<file path="src/hdl/prfl_pkg.sv">
// Shared constants for the page replacement block.
// No dependencies; imported by every module of the block.
`timescale 1ns / 1ps
`default_nettype none

package prfl_pkg;

  // Fixed field widths of the interface.
  localparam int ADDR_W  = 9;
  localparam int FAULT_W = 16;
  localparam logic [FAULT_W-1:0] FAULT_MAX = {FAULT_W{1'b1}};

  // Default geometry, handed to the top level parameters.
  localparam int FRAMES_DEF    = 4;
  localparam int PAGES_DEF     = 32;
  localparam int PAGE_SIZE_DEF = 10;
  localparam int AGE_BITS_DEF  = 16;

  // Policy register encoding.
  localparam logic POLICY_FIFO = 1'b0;
  localparam logic POLICY_LRU  = 1'b1;

endpackage : prfl_pkg

`default_nettype wire

</file>
<file path="src/hdl/prfl_page_calc.sv">
// Address to page number pipeline: input register, divide by page size and
// wrap modulo page count, each by reciprocal multiplication. Uses prfl_pkg.
`timescale 1ns / 1ps
`default_nettype none

module prfl_page_calc #(
  parameter int PAGES     = prfl_pkg::PAGES_DEF,
  parameter int PAGE_SIZE = prfl_pkg::PAGE_SIZE_DEF
) (
  input  wire logic                         clk,
  input  wire logic                         rst_n,
  input  wire logic                         in_valid,
  output logic                              in_ready,
  input  wire logic [prfl_pkg::ADDR_W-1:0]  in_address,
  output logic                              pg_valid,
  input  wire logic                         pg_ready,
  output logic [$clog2(PAGES)-1:0]          pg_page
);
  import prfl_pkg::*;

  localparam int PW = $clog2(PAGES);
  // Exact reciprocals for every dividend below 2**ADDR_W.
  localparam int S1 = ADDR_W + $clog2(PAGE_SIZE);
  localparam int M1 = ((2 ** S1) + PAGE_SIZE - 1) / PAGE_SIZE;
  localparam int S2 = ADDR_W + $clog2(PAGES);
  localparam int M2 = ((2 ** S2) + PAGES - 1) / PAGES;

  logic              v0_r, v1_r, v2_r, v3_r;
  logic              rdy0, rdy1, rdy2, rdy3;
  logic [ADDR_W-1:0] addr_r;
  logic [ADDR_W-1:0] quo_r, quo_nxt;
  logic [ADDR_W-1:0] quo2_r;
  logic [ADDR_W-1:0] wrap_r, wrap_nxt;
  logic [PW-1:0]     page_r, page_nxt;
  logic [31:0]       prod1, prod2, diff;

  // Each stage moves when it is empty or the next one moves.
  assign rdy3     = !v3_r || pg_ready;
  assign rdy2     = !v2_r || rdy3;
  assign rdy1     = !v1_r || rdy2;
  assign rdy0     = !v0_r || rdy1;
  assign in_ready = rdy0;

  // Quotient by the page size.
  assign prod1   = 32'(addr_r) * 32'(M1);
  assign quo_nxt = prod1[S1 +: ADDR_W];

  // Quotient by the page count, used for the wrap.
  assign prod2    = 32'(quo_r) * 32'(M2);
  assign wrap_nxt = prod2[S2 +: ADDR_W];

  // Remainder by the page count.
  assign diff     = 32'(quo2_r) - (32'(wrap_r) * 32'(PAGES));
  assign page_nxt = diff[PW-1:0];

  always_ff @(posedge clk) begin
    if (!rst_n) begin
      v0_r <= 1'b0;
      v1_r <= 1'b0;
      v2_r <= 1'b0;
      v3_r <= 1'b0;
    end else begin
      if (rdy0) v0_r <= in_valid;
      if (rdy1) v1_r <= v0_r;
      if (rdy2) v2_r <= v1_r;
      if (rdy3) v3_r <= v2_r;
    end
  end

  always_ff @(posedge clk) begin
    if (rdy0) addr_r <= in_address;
    if (rdy1) quo_r <= quo_nxt;
    if (rdy2) begin
      quo2_r <= quo_r;
      wrap_r <= wrap_nxt;
    end
    if (rdy3) page_r <= page_nxt;
  end

  assign pg_valid = v3_r;
  assign pg_page  = page_r;

endmodule : prfl_page_calc

`default_nettype wire

</file>
<file path="src/hdl/prfl_frame_table.sv">
// Frame table: parallel lookup, victim selection, age and fault update,
// and the result register. Uses prfl_pkg.
`timescale 1ns / 1ps
`default_nettype none

module prfl_frame_table #(
  parameter int FRAMES   = prfl_pkg::FRAMES_DEF,
  parameter int PAGES    = prfl_pkg::PAGES_DEF,
  parameter int AGE_BITS = prfl_pkg::AGE_BITS_DEF
) (
  input  wire logic                          clk,
  input  wire logic                          rst_n,
  input  wire logic                          policy,
  input  wire logic                          pg_valid,
  output logic                               pg_ready,
  input  wire logic [$clog2(PAGES)-1:0]      pg_page,
  output logic                               out_valid,
  input  wire logic                          out_ready,
  output logic                               out_hit,
  output logic [$clog2(FRAMES)-1:0]          out_frame_index,
  output logic [$clog2(PAGES)-1:0]           out_page_number,
  output logic                               out_evicted_valid,
  output logic [$clog2(PAGES)-1:0]           out_evicted_page,
  output logic [prfl_pkg::FAULT_W-1:0]       out_fault_total
);
  import prfl_pkg::*;

  localparam int PW = $clog2(PAGES);
  localparam int FW = $clog2(FRAMES);
  localparam int NP = 1 << FW;
  localparam logic [AGE_BITS-1:0] AGE_MAX = {AGE_BITS{1'b1}};

  logic [PW-1:0]       fpage_r [FRAMES];
  logic [PW-1:0]       fpage_nxt [FRAMES];
  logic [FRAMES-1:0]   fvalid_r, fvalid_nxt;
  logic [AGE_BITS-1:0] fage_r [FRAMES];
  logic [AGE_BITS-1:0] fage_nxt [FRAMES];
  logic [FAULT_W-1:0]  fault_r, fault_nxt;

  logic                out_valid_r;
  logic                hit_r, ev_valid_r;
  logic [FW-1:0]       slot_r;
  logic [PW-1:0]       page_r, ev_page_r;

  logic [FRAMES-1:0]   hit_vec;
  logic                hit, any_empty, evict, take, do_age;
  logic [FW-1:0]       hit_idx, empty_idx, slot;
  logic [PW-1:0]       ev_page;

  // Victim search: registered-free tournament tree, lower index wins ties.
  logic [AGE_BITS-1:0] node_age [2*NP-1];
  logic [FW-1:0]       node_idx [2*NP-1];

  for (genvar i = 0; i < NP; i++) begin : g_leaf
    if (i < FRAMES) begin : g_real
      assign node_age[NP-1+i] = fage_r[i];
    end else begin : g_pad
      assign node_age[NP-1+i] = '0;
    end
    assign node_idx[NP-1+i] = FW'(i);
  end

  for (genvar n = 0; n < NP - 1; n++) begin : g_node
    assign node_age[n] = (node_age[2*n+2] > node_age[2*n+1]) ?
                         node_age[2*n+2] : node_age[2*n+1];
    assign node_idx[n] = (node_age[2*n+2] > node_age[2*n+1]) ?
                         node_idx[2*n+2] : node_idx[2*n+1];
  end

  assign pg_ready = !out_valid_r || out_ready;
  assign take     = pg_valid && pg_ready;

  always_comb begin
    hit_idx   = '0;
    empty_idx = '0;
    for (int k = FRAMES - 1; k >= 0; k--) begin
      hit_vec[k] = fvalid_r[k] && (fpage_r[k] == pg_page);
      if (hit_vec[k]) hit_idx = FW'(k);
      if (!fvalid_r[k]) empty_idx = FW'(k);
    end
    hit       = |hit_vec;
    any_empty = !(&fvalid_r);
    evict     = !hit && !any_empty;
    priority if (hit)       slot = hit_idx;
    else if (any_empty)     slot = empty_idx;
    else                    slot = node_idx[0];
    ev_page   = evict ? fpage_r[slot] : '0;
    do_age    = !hit || (policy == POLICY_LRU);
  end

  always_comb begin
    fvalid_nxt = fvalid_r;
    fault_nxt  = fault_r;
    for (int k = 0; k < FRAMES; k++) begin
      fpage_nxt[k] = fpage_r[k];
      fage_nxt[k]  = fage_r[k];
      if (take && !hit && (slot == FW'(k))) begin
        fpage_nxt[k]  = pg_page;
        fvalid_nxt[k] = 1'b1;
      end
      if (take && do_age) begin
        if (slot == FW'(k)) begin
          fage_nxt[k] = '0;
        end else if (fvalid_r[k] && (fage_r[k] != AGE_MAX)) begin
          fage_nxt[k] = fage_r[k] + 1'b1;
        end
      end
    end
    if (take && !hit && (fault_r != FAULT_MAX)) begin
      fault_nxt = fault_r + 1'b1;
    end
  end

  always_ff @(posedge clk) begin
    if (!rst_n) begin
      fvalid_r    <= '0;
      fault_r     <= '0;
      out_valid_r <= 1'b0;
      for (int k = 0; k < FRAMES; k++) begin
        fage_r[k] <= '0;
      end
    end else begin
      fvalid_r <= fvalid_nxt;
      fault_r  <= fault_nxt;
      fage_r   <= fage_nxt;
      if (pg_ready) out_valid_r <= pg_valid;
    end
  end

  always_ff @(posedge clk) begin
    fpage_r <= fpage_nxt;
    if (take) begin
      hit_r      <= hit;
      slot_r     <= slot;
      page_r     <= pg_page;
      ev_valid_r <= evict;
      ev_page_r  <= ev_page;
    end
  end

  assign out_valid         = out_valid_r;
  assign out_hit           = hit_r;
  assign out_frame_index   = slot_r;
  assign out_page_number   = page_r;
  assign out_evicted_valid = ev_valid_r;
  assign out_evicted_page  = ev_page_r;
  // The fault register already holds the count including the item shown.
  assign out_fault_total   = fault_r;

endmodule : prfl_frame_table

`default_nettype wire

</file>
<file path="src/hdl/page_replacement_fifo_lru.sv">
// Throughput: one word per cycle unless a result word is stalled at out_ready;
// the frame table looks up and updates all frames in the same cycle, so
// consecutive accesses never wait on each other.
// Reset (rst_n low, synchronous): all frames empty, ages and fault count
// zero, policy first in first out, no word in flight.
// Depends on prfl_pkg, prfl_page_calc and prfl_frame_table.
`timescale 1ns / 1ps
`default_nettype none

module page_replacement_fifo_lru #(
  parameter int FRAMES    = prfl_pkg::FRAMES_DEF,
  parameter int PAGES     = prfl_pkg::PAGES_DEF,
  parameter int PAGE_SIZE = prfl_pkg::PAGE_SIZE_DEF,
  parameter int AGE_BITS  = prfl_pkg::AGE_BITS_DEF
) (
  input  wire logic                         clk,
  input  wire logic                         rst_n,
  // Policy register write port.
  input  wire logic                         cfg_valid,
  output logic                              cfg_ready,
  input  wire logic                         cfg_data,
  // Address words in.
  input  wire logic                         in_valid,
  output logic                              in_ready,
  input  wire logic [prfl_pkg::ADDR_W-1:0]  in_address,
  // Result words out.
  output logic                              out_valid,
  input  wire logic                         out_ready,
  output logic                              out_hit,
  output logic [$clog2(FRAMES)-1:0]         out_frame_index,
  output logic [$clog2(PAGES)-1:0]          out_page_number,
  output logic                              out_evicted_valid,
  output logic [$clog2(PAGES)-1:0]          out_evicted_page,
  output logic [prfl_pkg::FAULT_W-1:0]      out_fault_total
);
  import prfl_pkg::*;

  localparam int PW = $clog2(PAGES);

  logic          policy_r;
  logic          pg_valid, pg_ready;
  logic [PW-1:0] pg_page;

  // The policy register is always ready. A change of policy takes effect on
  // the next access that reaches the frame table; the ages are shared by
  // both policies and are left as they are.
  assign cfg_ready = 1'b1;

  always_ff @(posedge clk) begin
    if (!rst_n) begin
      policy_r <= POLICY_FIFO;
    end else if (cfg_valid) begin
      policy_r <= cfg_data;
    end
  end

  // Four register stages turn the address into a page number. The divide by
  // the page size and the wrap modulo the page count are both done as
  // multiplications by exact reciprocals.
  prfl_page_calc #(
    .PAGES     (PAGES),
    .PAGE_SIZE (PAGE_SIZE)
  ) u_page_calc (
    .clk        (clk),
    .rst_n      (rst_n),
    .in_valid   (in_valid),
    .in_ready   (in_ready),
    .in_address (in_address),
    .pg_valid   (pg_valid),
    .pg_ready   (pg_ready),
    .pg_page    (pg_page)
  );

  // The frame table compares the page against every frame at once, picks
  // the lowest empty frame or the oldest frame as victim, updates ages and
  // the saturating fault count, and holds the result word until it is taken.
  prfl_frame_table #(
    .FRAMES   (FRAMES),
    .PAGES    (PAGES),
    .AGE_BITS (AGE_BITS)
  ) u_frame_table (
    .clk               (clk),
    .rst_n             (rst_n),
    .policy            (policy_r),
    .pg_valid          (pg_valid),
    .pg_ready          (pg_ready),
    .pg_page           (pg_page),
    .out_valid         (out_valid),
    .out_ready         (out_ready),
    .out_hit           (out_hit),
    .out_frame_index   (out_frame_index),
    .out_page_number   (out_page_number),
    .out_evicted_valid (out_evicted_valid),
    .out_evicted_page  (out_evicted_page),
    .out_fault_total   (out_fault_total)
  );

endmodule : page_replacement_fifo_lru

`default_nettype wire

</file>
<file path="config.mk">
export PLATFORM = sky130hd
export DESIGN_NAME = page_replacement_fifo_lru
export DESIGN_NICKNAME = d
export VERILOG_FILES = /design/src/hdl/prfl_pkg.sv /design/src/hdl/prfl_page_calc.sv /design/src/hdl/prfl_frame_table.sv /design/src/hdl/page_replacement_fifo_lru.sv
export SDC_FILE = /design/constraint.sdc
export NUM_CORES = 1
export LEC_CHECK = 0
export ABC_CLOCK_PERIOD_IN_PS = 5200
export BUFFER_PORTS_ARGS = -buffer_cell sky130_fd_sc_hd__buf_4
export CAP_MARGIN = 20
export CORE_MARGIN = 2
export CORE_UTILIZATION = 45
export CTS_CLUSTER_DIAMETER = 30
export DETAILED_ROUTE_END_ITERATION = 7
export PLACE_DENSITY = 0.66
export SETUP_SLACK_MARGIN = 0.15
export SLEW_MARGIN = 0
export SYNTH_ARGS = -nofsm -noshare
export SYNTH_HDL_FRONTEND = slang
export SYNTH_SLANG_ARGS = --single-unit
export TNS_END_PERCENT = 30
</file>
<file path="constraint.sdc">
create_clock -name clk -period 5.2 [get_ports clk]
set_clock_uncertainty 0.05 [all_clocks]
set_input_delay 1.04 -clock clk [delete_from_list [all_inputs] [get_ports clk]]
set_output_delay 1.04 -clock clk [all_outputs]
set_load 0.01 [all_outputs]
</file>
Word-level counts from Yosys, hierarchy flattened
Index checks and enable logic that the tools add are counted.
{ "op_classes": {"n_addsub": 6, "mul": 1, "order_cmp": 4, "eq_ne": 12, "mux": 26, "bitwise": 1, "n_reduce_logical": 40} }
{ "op_table": {"columns": ["cell", "count"], "rows": [
  ["16-bit 2-to-1 mux", 10],
  ["16-bit by 1-bit adder with 16-bit output (second input constant)", 5],
  ["16-bit != test (second input constant)", 5],
  ["16-bit greater-than comparator", 3],
  ["2-bit 2-to-1 mux", 11],
  ["5-bit == test", 4],
  ["1-bit logical AND", 17],
  ["9-bit by 8-bit multiplier with 16-bit output (second input constant)", 1],
  ["5-bit binary-select mux with 2-bit select", 1],
  ["5-bit 2-to-1 mux", 2],
  ["2-bit AND reduction", 4],
  ["2-bit nonzero test", 4],
  ["1-bit logical NOT", 6],
  ["1-bit logical OR", 6],
  ["5-bit by 1-bit subtractor with 5-bit output (second input constant)", 1],
  ["2-bit == test (second input constant)", 2],
  ["4-bit AND reduction", 1],
  ["4-bit OR reduction", 1],
  ["3-bit greater-or-equal comparator (second input constant)", 1],
  ["2-bit NOT with 3-bit output", 1],
  ["2-bit by 1-bit == test with 1-bit output (second input constant)", 1],
  ["2-bit logical NOT", 1],
  ["1-bit 2-to-1 mux", 2]
]} }
{ "word_totals": {"register_bits": 148, "out_inout_bits": 33, "wordCells": 118} }

Depth between registers and ports, before layout
Gate-level depths: netlist of the first run.
{ "logic_depth": {"depth_word": 11, "ltp_mapped": 21} }

Modules after synthesis
Synthesis of the first run repeated with hierarchy kept, for this count alone.
{ "unflattened": {"hier_cells": 1082, "hier_area_um2": 9681.8} }
{ "by_module_without_submodules": {"columns": ["module", "n_inst", "cells_each", "area_each_um2", "seq_area_each_um2"], "rows": [
  ["prfl_frame_table", 1, 899, 7527.2, 2722.6],
  ["prfl_page_calc", 1, 178, 2107.0, 800.8],
  ["page_replacement_fifo_lru", 1, 5, 47.5, 20.0]
]} }

Worst setup path after synthesis of the first run
Ideal clock, no wire load.
{ "synth_path": {"path_kind": "reg-to-reg", "from": "reg u_frame_table.fage_r[29] (netlist name)", "to": "reg u_frame_table.fpage_r[10] (netlist name) (enable)", "arrival_time_ns": 4.015, "slack_ns": 0.757, "path_stages_with_launch": 18, "n_path_buf": 1, "cell_sequence": "dfxtp_1 inv_1 ha_1 nand4_1 nor4_1 a21boi_0 o31a_1 clkbuf_1 nand2_1 o21ai_0 ha_1 a211o_1 o211ai_1 a21oi_1 a211o_1 a21bo_1 a21o_4 a211oi_1"} }
{ "synth_between": {"elab_chain_len": 8} }
{ "synth_rtl": {"columns": ["element", "line", "source"], "rows": [
  ["start: declaration", "prfl_frame_table.sv:36", "logic [AGE_BITS-1:0] fage_r [FRAMES];"],
  ["start signal: assignment", "prfl_frame_table.sv:125", "fage_r <= fage_nxt;"],
  ["16-bit greater-than comparator", "prfl_frame_table.sv:64, prfl_frame_table.sv:66", null],
  ["16-bit 2-to-1 mux", "prfl_frame_table.sv:64", "assign node_age[n] = (node_age[2*n+2] > node_age[2*n+1]) ?"],
  ["16-bit greater-than comparator", "prfl_frame_table.sv:66", "assign node_idx[n] = (node_age[2*n+2] > node_age[2*n+1]) ?"],
  ["2-bit 2-to-1 mux (*)", "prfl_frame_table.sv:66", null],
  ["2-bit 2-to-1 mux (*)", "prfl_frame_table.sv:85", "else if (any_empty) slot = empty_idx;"],
  ["2-bit 2-to-1 mux (*)", "prfl_frame_table.sv:84", "priority if (hit) slot = hit_idx;"],
  ["2-bit by 1-bit == test with 1-bit output (*)", "prfl_frame_table.sv:97", "if (take && !hit && (slot == FW'(k))) begin"],
  ["1-bit logical AND (*)", "prfl_frame_table.sv:97", null],
  ["end signal: assignment", "prfl_frame_table.sv:131", "fpage_r <= fpage_nxt;"],
  ["end: declaration", "prfl_frame_table.sv:33", "logic [PW-1:0] fpage_r [FRAMES];"]
]} }
Mark *: on every way between the ends. The rest lies on a longest branch, timed or not.
A chain may end at the register's enable or synchronous reset.

Worst setup path after layout of the first run
{ "layout_path": {"from": "reg u_frame_table.fage_r[59] (netlist name)", "to": "reg u_frame_table.fage_r[42] (netlist name)"} }
{ "layout_between": {"elab_chain_len": 9} }
{ "layout_rtl": {"columns": ["element", "line", "source"], "rows": [
  ["16-bit greater-than comparator", "prfl_frame_table.sv:64, prfl_frame_table.sv:66", null],
  ["16-bit 2-to-1 mux", "prfl_frame_table.sv:64", null],
  ["16-bit greater-than comparator", "prfl_frame_table.sv:66", null],
  ["2-bit 2-to-1 mux (*)", "prfl_frame_table.sv:66", null],
  ["2-bit 2-to-1 mux (*)", "prfl_frame_table.sv:85", null],
  ["2-bit 2-to-1 mux (*)", "prfl_frame_table.sv:84", null],
  ["2-bit by 1-bit == test with 1-bit output (*)", "prfl_frame_table.sv:102", "if (slot == FW'(k)) begin"],
  ["2-bit nonzero test (no line)", null, null],
  ["2-bit AND reduction (no line)", null, null]
]} }
Marked as above.

==> impl_results.md, run 1 <==
* Number of buffer cells added on primary ports at 46
* Register area share after synthesis at 38.59%
* Area of the core region at 20100 µm²
* DRC Markers at 0
* Internal power of the cells at 2.314 mW
* Number of CTS-inserted buffers at 17
* Final setup TNS at 0 ns
* Drt initial violations at 435
* Wire per inst at 16.46 µm
* Category of the most critical setup path: reg -> reg
* Number of buffers inserted by hold repair at cts at 0
* Data arrival time of the critical path at 5.01 ns
* Fraction of final layout cells with drive strength greater than 1 at 12.65%
* Peak ir drop on the vdd network at 206.1 µV
* Number of nets at the end of the flow at 1178
* Placement Rows at 52
* Top library cells by usage in the layout, fill and taps aside: 95 x sky130_fd_sc_hd__ha_1, 91 x sky130_fd_sc_hd__inv_1, 90 x sky130_fd_sc_hd__dfxtp_1
* Clock tree from TritonCTS: yes
* DIE WIDTH at 146.8 µm
* Initial antenna violation count at 0
* Number of max-capacitance violations reported at 0
* Vertical die dimension at 146.8 µm
* Power, Total at 3.281 mW
* Net count of the mapped netlist at 1120
* Final setup violation count at 0
* Dominant combinational cell family by area after synthesis: simple AND/OR/NAND/NOR gates
* Remaining Overflow, GRT at 0
* Clk pwr share at 39.5%
* Launching element type of the critical path: register
* Synth cell types at 79
* Final period utilization at 91.28%
* Area Overhead vs Synth at 14.76%
* Pin slew with the least headroom to its limit at 0.9541 ns
* Worst-skew pair later-pin latency at 0.44 ns
* Clock tree root driver cell: sky130_fd_sc_hd__clkbuf_16
* Leakage at 4.123 nW
* Cell with the largest stage delay on the worst path: sky130_fd_sc_hd__dfxtp_1
* Highest attainable clock frequency at 210.7 MHz
* XOR/XNOR Fraction of Synth Area at 4.007%
* Setup crit end kind: register
* Post-synthesis share of cell area spent on full adders, half adders and majority gates at 16.00%
* Power per cell area at 311.4 nW/µm²
* Leading cell type in the layout, fill and taps excluded: sky130_fd_sc_hd__ha_1
* Number of synthesized flops with an enable pin at 58
* Critical hold path startpoint: u_page_calc.quo2_r[3]
* Vias per std cell at 5.566
* Clock sink total at 148
* Shortest period the worst path allows at 4.746 ns
* Highest net fanout along the worst path at 17
* Yosys synthesis warning count at 0
* Proportion of register bits with asynchronous set or reset after synthesis at 0%
* Count of endpoints failing hold in the final timing report at 0
* Combined area of all synthesized cells at 9181 µm²
* Max Buffers Root-to-Sink at 2
* Largest delay contributor family on the critical path: compound AO/OA/AOI/OAI gates
* Worst min path class: reg -> reg
* DR vias at 7442
* Wire length of the first global-routing pass at 35900 µm
* Combinational Power Share at 16.9%
* Antenna-violating nets left at 0
* Fraction of the mapped netlist area in compound gates at 14.61%
* Result of the run: complete, no violations
* Number of global-route vias before repair at 6990
* Launch point of the worst reg-to-reg path: u_frame_table.fage_r[59]
* Maximum number of pins on one net before global-route repair at 36
* Most common flop cell mapped by yosys: sky130_fd_sc_hd__dfxtp_1
* Syn Inst Count at 996
* Slew Limit Headroom at 36.27%
* Post-DP HPWL at 16430 µm
* Basic-gate share of the synthesized area counting and, or, nand and nor cells at 19.65%
* Switching share of power at 29.48%
* Num ports at 48
* Antenna cells at 0
* Average cell area after synthesis at 9.218 µm²
* Number of H-tree levels at 4
* Largest stage delay on the critical path at 0.42 ns
* Share of power burned in registers at 43.6%
* Initial DRT Pass Iterations at 7
* Number of flip-flops and latches in the synthesized netlist at 148
* Required time of the worst setup path at 5.47 ns
* Wire length reported by the detailed router at 22010 µm
* Overall global routing resource usage at 20.82%
* Setup repair after global routing missed its margin: no
* Final cell count without fillers at 1337
* Starting utilization of the core area at 45.67%
* Global placer's final weighted congestion at 0.8567
* Mux contribution to synthesized area at 1.772%
* Number of buffers and inverters on the critical path at 3
* Worst Setup SP: u_frame_table.fage_r[59]
* Placed cells at 1303
* Psw at 0.9675 mW
* Clock-pin slew reported for the worst setup and hold paths after clock tree synthesis at 0.07 ns
* Die ar. at 21560 µm²
* # fillers at 1852
* Total count of max-transition violations in the final report at 0
* Sequence of cells on the critical path: inv_1 -> ha_1 -> nand4_1 -> nor4_2 -> a21boi_1 -> o31a_2 -> buf_4 -> a21oi_1 -> ha_1 -> and4_1 -> nand3_1 -> nor2_1 -> a211o_1 -> a41o_1 -> a211o_1 -> o211ai_1 -> buf_4 -> o31ai_1
-- what timing repair did --
| action | CTS | global route |
|---|---|---|
| setup buffers | 0 | 2 |
| resized for setup | 0 | 6 |
| endpoints found under the setup margin | 0 | 82 |
-- power groups by stage --
| stage | clock (mW) | sequential, mW | combinational (mW) |
|---|---|---|---|
| 2_1_floorplan | 0 | 1.42 | 0.416 |
| 3_3_place_gp | 0 | 1.45 | 0.520 |
| 3_5_place_dp | 0 | 1.46 | 0.537 |
| 4_1_cts | 1.32 | 1.43 | 0.547 |
| 5_1_grt | 1.37 | 1.45 | 0.639 |
| 6_report | 1.30 | 1.43 | 0.554 |
-- flip-flops by register name, indices dropped and copies added, names as in the netlist --
register,flops
u_page_calc.addr_r,9
u_frame_table.out_hit,1
u_frame_table.out_fault_total,16
u_page_calc.pg_valid,1
u_page_calc.v0_r,1
u_page_calc.quo2_r,5
policy_r,1
u_page_calc.v2_r,1
u_frame_table.out_evicted_page,5
u_frame_table.out_page_number,5
u_frame_table.fvalid_r,4
u_frame_table.out_frame_index,2
u_frame_table.out_evicted_valid,1
u_page_calc.quo_r,5
u_page_calc.pg_page,5
u_frame_table.fpage_r,20
u_frame_table.fage_r,64
u_frame_table.out_valid,1
u_page_calc.v1_r,1
-- routing by layer --
| layer | GRT usage (%) | routed length, µm |
|---|---|---|
| met2 | 33.69 | 10260 |
| met3 | 4.161 | 967 |
| met5 | 0 | 0 |
| met1 | 27.60 | 10260 |
| met4 | 8.010 | 520 |
-- layout make-up --
class                   instances  area (µm²)  share of cell area, %
inverters                      92       345.3                  3.278
flip-flops and latches        148        3543                  33.63
well taps                     270       337.8                  3.206
clock buffers                  17       425.4                  4.038
multi-input cells             726        5167                  49.04
repair buffers                 69       521.8                  4.952
clock inverters                15       195.2                  1.853
-- stage by stage --
stage          setup slack [ns]  instance area, µm²  utilization (%)  hold slack, ns
2_1_floorplan            0.7567                9181                -          0.3503
3_3_place_gp             0.4205                9878            49.13          0.3513
3_5_place_dp             0.3167                9878            49.13          0.3545
4_1_cts                  0.2906               10500            52.22          0.3710
5_1_grt                  0.1550               10540            52.41          0.3771
6_report                 0.4536               10540            52.41          0.3700
-- path summary, 6_finish.rpt --
kind,to,slack (ns),cells after the start
hold reg to reg,u_page_calc.pg_page[3],0.37,0
setup / recovery,u_frame_table.fage_r[42],0.45,18
setup reg to reg,u_frame_table.fage_r[42],0.45,18
hold / removal,u_page_calc.pg_page[3],0.37,0
-- logic make-up after synthesis --
group	Yosys count
muxes	16
and+or+nand+nor	358
adders and majority gates	109
DFF	148
buffers and inverters	122
xor gates and xnor gates	42
other	1
AOI/OAI and AO/OA	200
-- synth_stat cells, drive strengths merged (16+ instances only) --
| cell type | instances | share of area (%) |
|---|---|---|
| nor2 | 78 | 3.2 |
| nand3 | 66 | 3.6 |
| clkbuf | 16 | 0.65 |
| xnor2 | 23 | 2.2 |
| xor2 | 19 | 1.8 |
| edfxtp | 58 | 19 |
| and3 | 22 | 1.6 |
| nand2 | 90 | 3.8 |
| nand4 | 39 | 2.9 |
| ha | 95 | 13 |
| dfxtp | 90 | 20 |
| inv | 91 | 3.7 |
| a21oi | 50 | 2.9 |
| o31ai | 42 | 3.5 |
| o21ai | 42 | 2.3 |
-- worst register-to-register path: cells and delay by family, from the launching register on --
kind            cells  cell delay, ns
compound gates      8            2.01
fa+ha+maj           2            0.63
buf+inv             3            0.67
flops               1            0.42
simple gates        5            0.84
Note: power is estimated with default switching activity, not from simulation.
==> run 2, diff against run 1 <==
==> constraint.sdc (replaced) <==
create_clock -name clk -period 5.2 [get_ports clk]
set_clock_uncertainty 0.05 [all_clocks]
set_input_delay 0.52 -clock clk [delete_from_list [all_inputs] [get_ports clk]]
set_output_delay 0.52 -clock clk [all_outputs]
set_load 0.01 [all_outputs]
==> impl_results.md, run 2 (synthesized netlist as in run 1, its figures left out) <==
* Result of the run: complete, no violations
* Final setup violation count at 0 (unchanged)
* DRC Markers at 0 (unchanged)
* Required time of the worst setup path at 5.47 ns (about the same)
* Placement Rows at 52 (unchanged)
* Post-DP HPWL at 16010 µm (-2.5%)
* Depth of the worst register-to-register path at 19 (+1)
* Area of the core region at 20100 µm² (unchanged)
* Number of global-route vias before repair at 7206 (+3.1%)
* Vertical die dimension at 146.8 µm (unchanged)
* Wire length of the first global-routing pass at 36160 µm (+0.73%)
* Worst hold path cell count at 1 (+1)
* End point of the most critical hold path: u_page_calc.addr_r[7]
* Drt initial violations at 478 (+9.9%)
* Power per cell area at 303.8 nW/µm² (-2.5%)
* Launching element type of the critical path: register
* Starting utilization of the core area at 45.67% (unchanged)
* Worst min path class: in -> reg
* Wire per inst at 16.21 µm (-1.5%)
* Clock sink total at 148 (unchanged)
* Largest delay contributor family on the critical path: compound AO/OA/AOI/OAI gates
* Vias per std cell at 5.615 (+0.87%)
* Die ar. at 21560 µm² (unchanged)
* Final setup TNS at 0 ns (unchanged)
* Fraction of final layout cells with drive strength greater than 1 at 12.50% (-0.15 points)
* Overall global routing resource usage at 20.83% (about the same)
* DR vias at 7490 (+0.64%)
* Number of buffer cells added on primary ports at 46 (unchanged)
* Initial antenna violation count at 0 (unchanged)
* Number of CTS-inserted buffers at 17 (unchanged)
* Setup repair after global routing missed its margin: yes
* Final period utilization at 91.21% (about the same)
* Data arrival time of the critical path at 5.02 ns (about the same)
* Antenna cells at 0 (unchanged)
* Reg-to-reg slack, setup at 0.46 ns (about the same)
* Initial DRT Pass Iterations at 8 (+1)
* Global placer's final weighted congestion at 0.8559 (about the same)
* Number of buffers and inverters on the critical path at 3 (unchanged)
* Worst-skew pair later-pin latency at 0.43 ns (about the same)
* Remaining Overflow, GRT at 0 (unchanged)
* Clock-pin slew reported for the worst setup and hold paths after clock tree synthesis at 0.07 ns (about the same)
* Register with the most flip-flops: u_frame_table.fage_r
* Largest stage delay on the critical path at 0.41 ns (about the same)
* Shortest period the worst path allows at 4.743 ns (-0.003686 ns)
* Leakage at 4.087 nW (-0.88%)
* Leading cell type in the layout, fill and taps excluded: sky130_fd_sc_hd__ha_1
* Pin slew with the least headroom to its limit at 0.8748 ns (-0.07929 ns)
* Clock tree root driver cell: sky130_fd_sc_hd__clkbuf_16
* Number of buffers inserted by hold repair at cts at 0 (unchanged)
* Number of max-capacitance violations reported at 0 (unchanged)
* Clock tree from TritonCTS: yes
* Dominant cell type by count on the critical path: sky130_fd_sc_hd__a211o_1
* Category of the most critical setup path: reg -> reg
* Count of endpoints failing hold in the final timing report at 0 (unchanged)
* Antenna-violating nets left at 0 (unchanged)
* Total count of max-transition violations in the final report at 0 (unchanged)
* Number of nets at the end of the flow at 1175 (-0.25%)
* Cell with the largest stage delay on the worst path: sky130_fd_sc_hd__dfxtp_1
* Number of H-tree levels at 4 (unchanged)
* Slew Limit Headroom at 41.18% (+4.9 points)
* Top library cells by usage in the layout, fill and taps aside: 95 x sky130_fd_sc_hd__ha_1, 91 x sky130_fd_sc_hd__inv_1, 90 x sky130_fd_sc_hd__dfxtp_1
* Launch point of the worst reg-to-reg path: u_frame_table.fage_r[31]
* Peak ir drop on the vdd network at 194.7 µV (-5.5%)
* Flip-flop count of the largest register, all copies and words added at 64 (unchanged)
* Maximum number of pins on one net before global-route repair at 34 (-5.6%)
* Highest attainable clock frequency at 210.9 MHz (about the same)
* Wire length reported by the detailed router at 21620 µm (-1.7%)
* Worst hold slack at 0.2059 ns (-0.1641 ns)
* Setup crit end kind: register
* Sequence of cells on the critical path: inv_1 -> ha_1 -> nand4_1 -> nor4_2 -> a21boi_0 -> o31a_1 -> buf_6 -> o21ai_0 -> ha_1 -> a211o_1 -> o211ai_1 -> a21oi_1 -> a211o_1 -> a41o_1 -> a211o_1 -> o211ai_1 -> buf_4 -> a21oi_1 -> a21o_1
* Highest net fanout along the worst path at 32 (+15)
* DIE WIDTH at 146.8 µm (unchanged)
* Critical hold path startpoint: in_address[7]
* Num ports at 48 (unchanged)
* Worst R2R End: u_frame_table.fage_r[47]
* Worst Setup SP: u_frame_table.fage_r[31]
* Area Overhead vs Synth at 14.25%
* Max Buffers Root-to-Sink at 2 (unchanged)
==> run 2: how the worst max path moves through the flow <==
stage | to | slack, ns | cells after the start
after floorplan | u_frame_table.fpage_r[10] | 0.76 | 17
after global placement | u_frame_table.fage_r[58] | 0.47 | 19
after detailed placement | u_frame_table.fage_r[55] | 0.34 | 19
after CTS | u_frame_table.fage_r[55] | 0.29 | 19
after global routing | u_frame_table.fpage_r[7] | 0.14 | 17
final | u_frame_table.fage_r[47] | 0.46 | 19
==> run 2: repair_timing <==
action / in CTS / in global routing
endpoints found under the setup margin: 0 / 67
gates resized for setup: 0 / 8
setup buffers: 0 / 2
endpoints found under the hold margin: 0 / 0
==> run 2: per-stage QoR <==
step	area, µm²	util (%)	setup WS, ns	power (mW)	instances
CTS	10440	51.92	0.2933	3.206	1332
finish	10490	52.18	0.4573	3.187	1334
global route	10490	52.18	0.1372	3.353	1334
detailed placement	9856	49.02	0.3425	1.982	1300
global placement	9856	49.02	0.4748	1.967	1300
floorplan	9181	-	0.7567	1.840	996
==> run 2: final cells by class <==
cell class                      instances  area (µm²)
Timing Repair Buffer                   66       499.2
Sequential cell                       148        3543
Multi-Input combinational cell        726        5182
Clock buffer                           18       439.2
Tap cell                              270       337.8
Inverter                               92       345.3
Clock inverter                         14       142.6
Fill cell                            1828        9614
==> run 2: routing by layer <==
| layer | up-vias | GRT usage, % | wire [µm] |
|---|---|---|---|
| met5 | - | 0 | 0 |
| met2 | 180 | 33.59 | 9999 |
| met3 | 40 | 3.851 | 1013 |
| met1 | 3532 | 27.94 | 9999 |
| li1 | 3738 | - | - |
| met4 | 0 | 7.913 | 608 |
==> run 2: power by group <==
group	switching [mW]	total (mW)	internal, mW
combinational	0.302	0.544	0.243
sequential	0.0896	1.43	1.34
clock	0.569	1.22	0.648
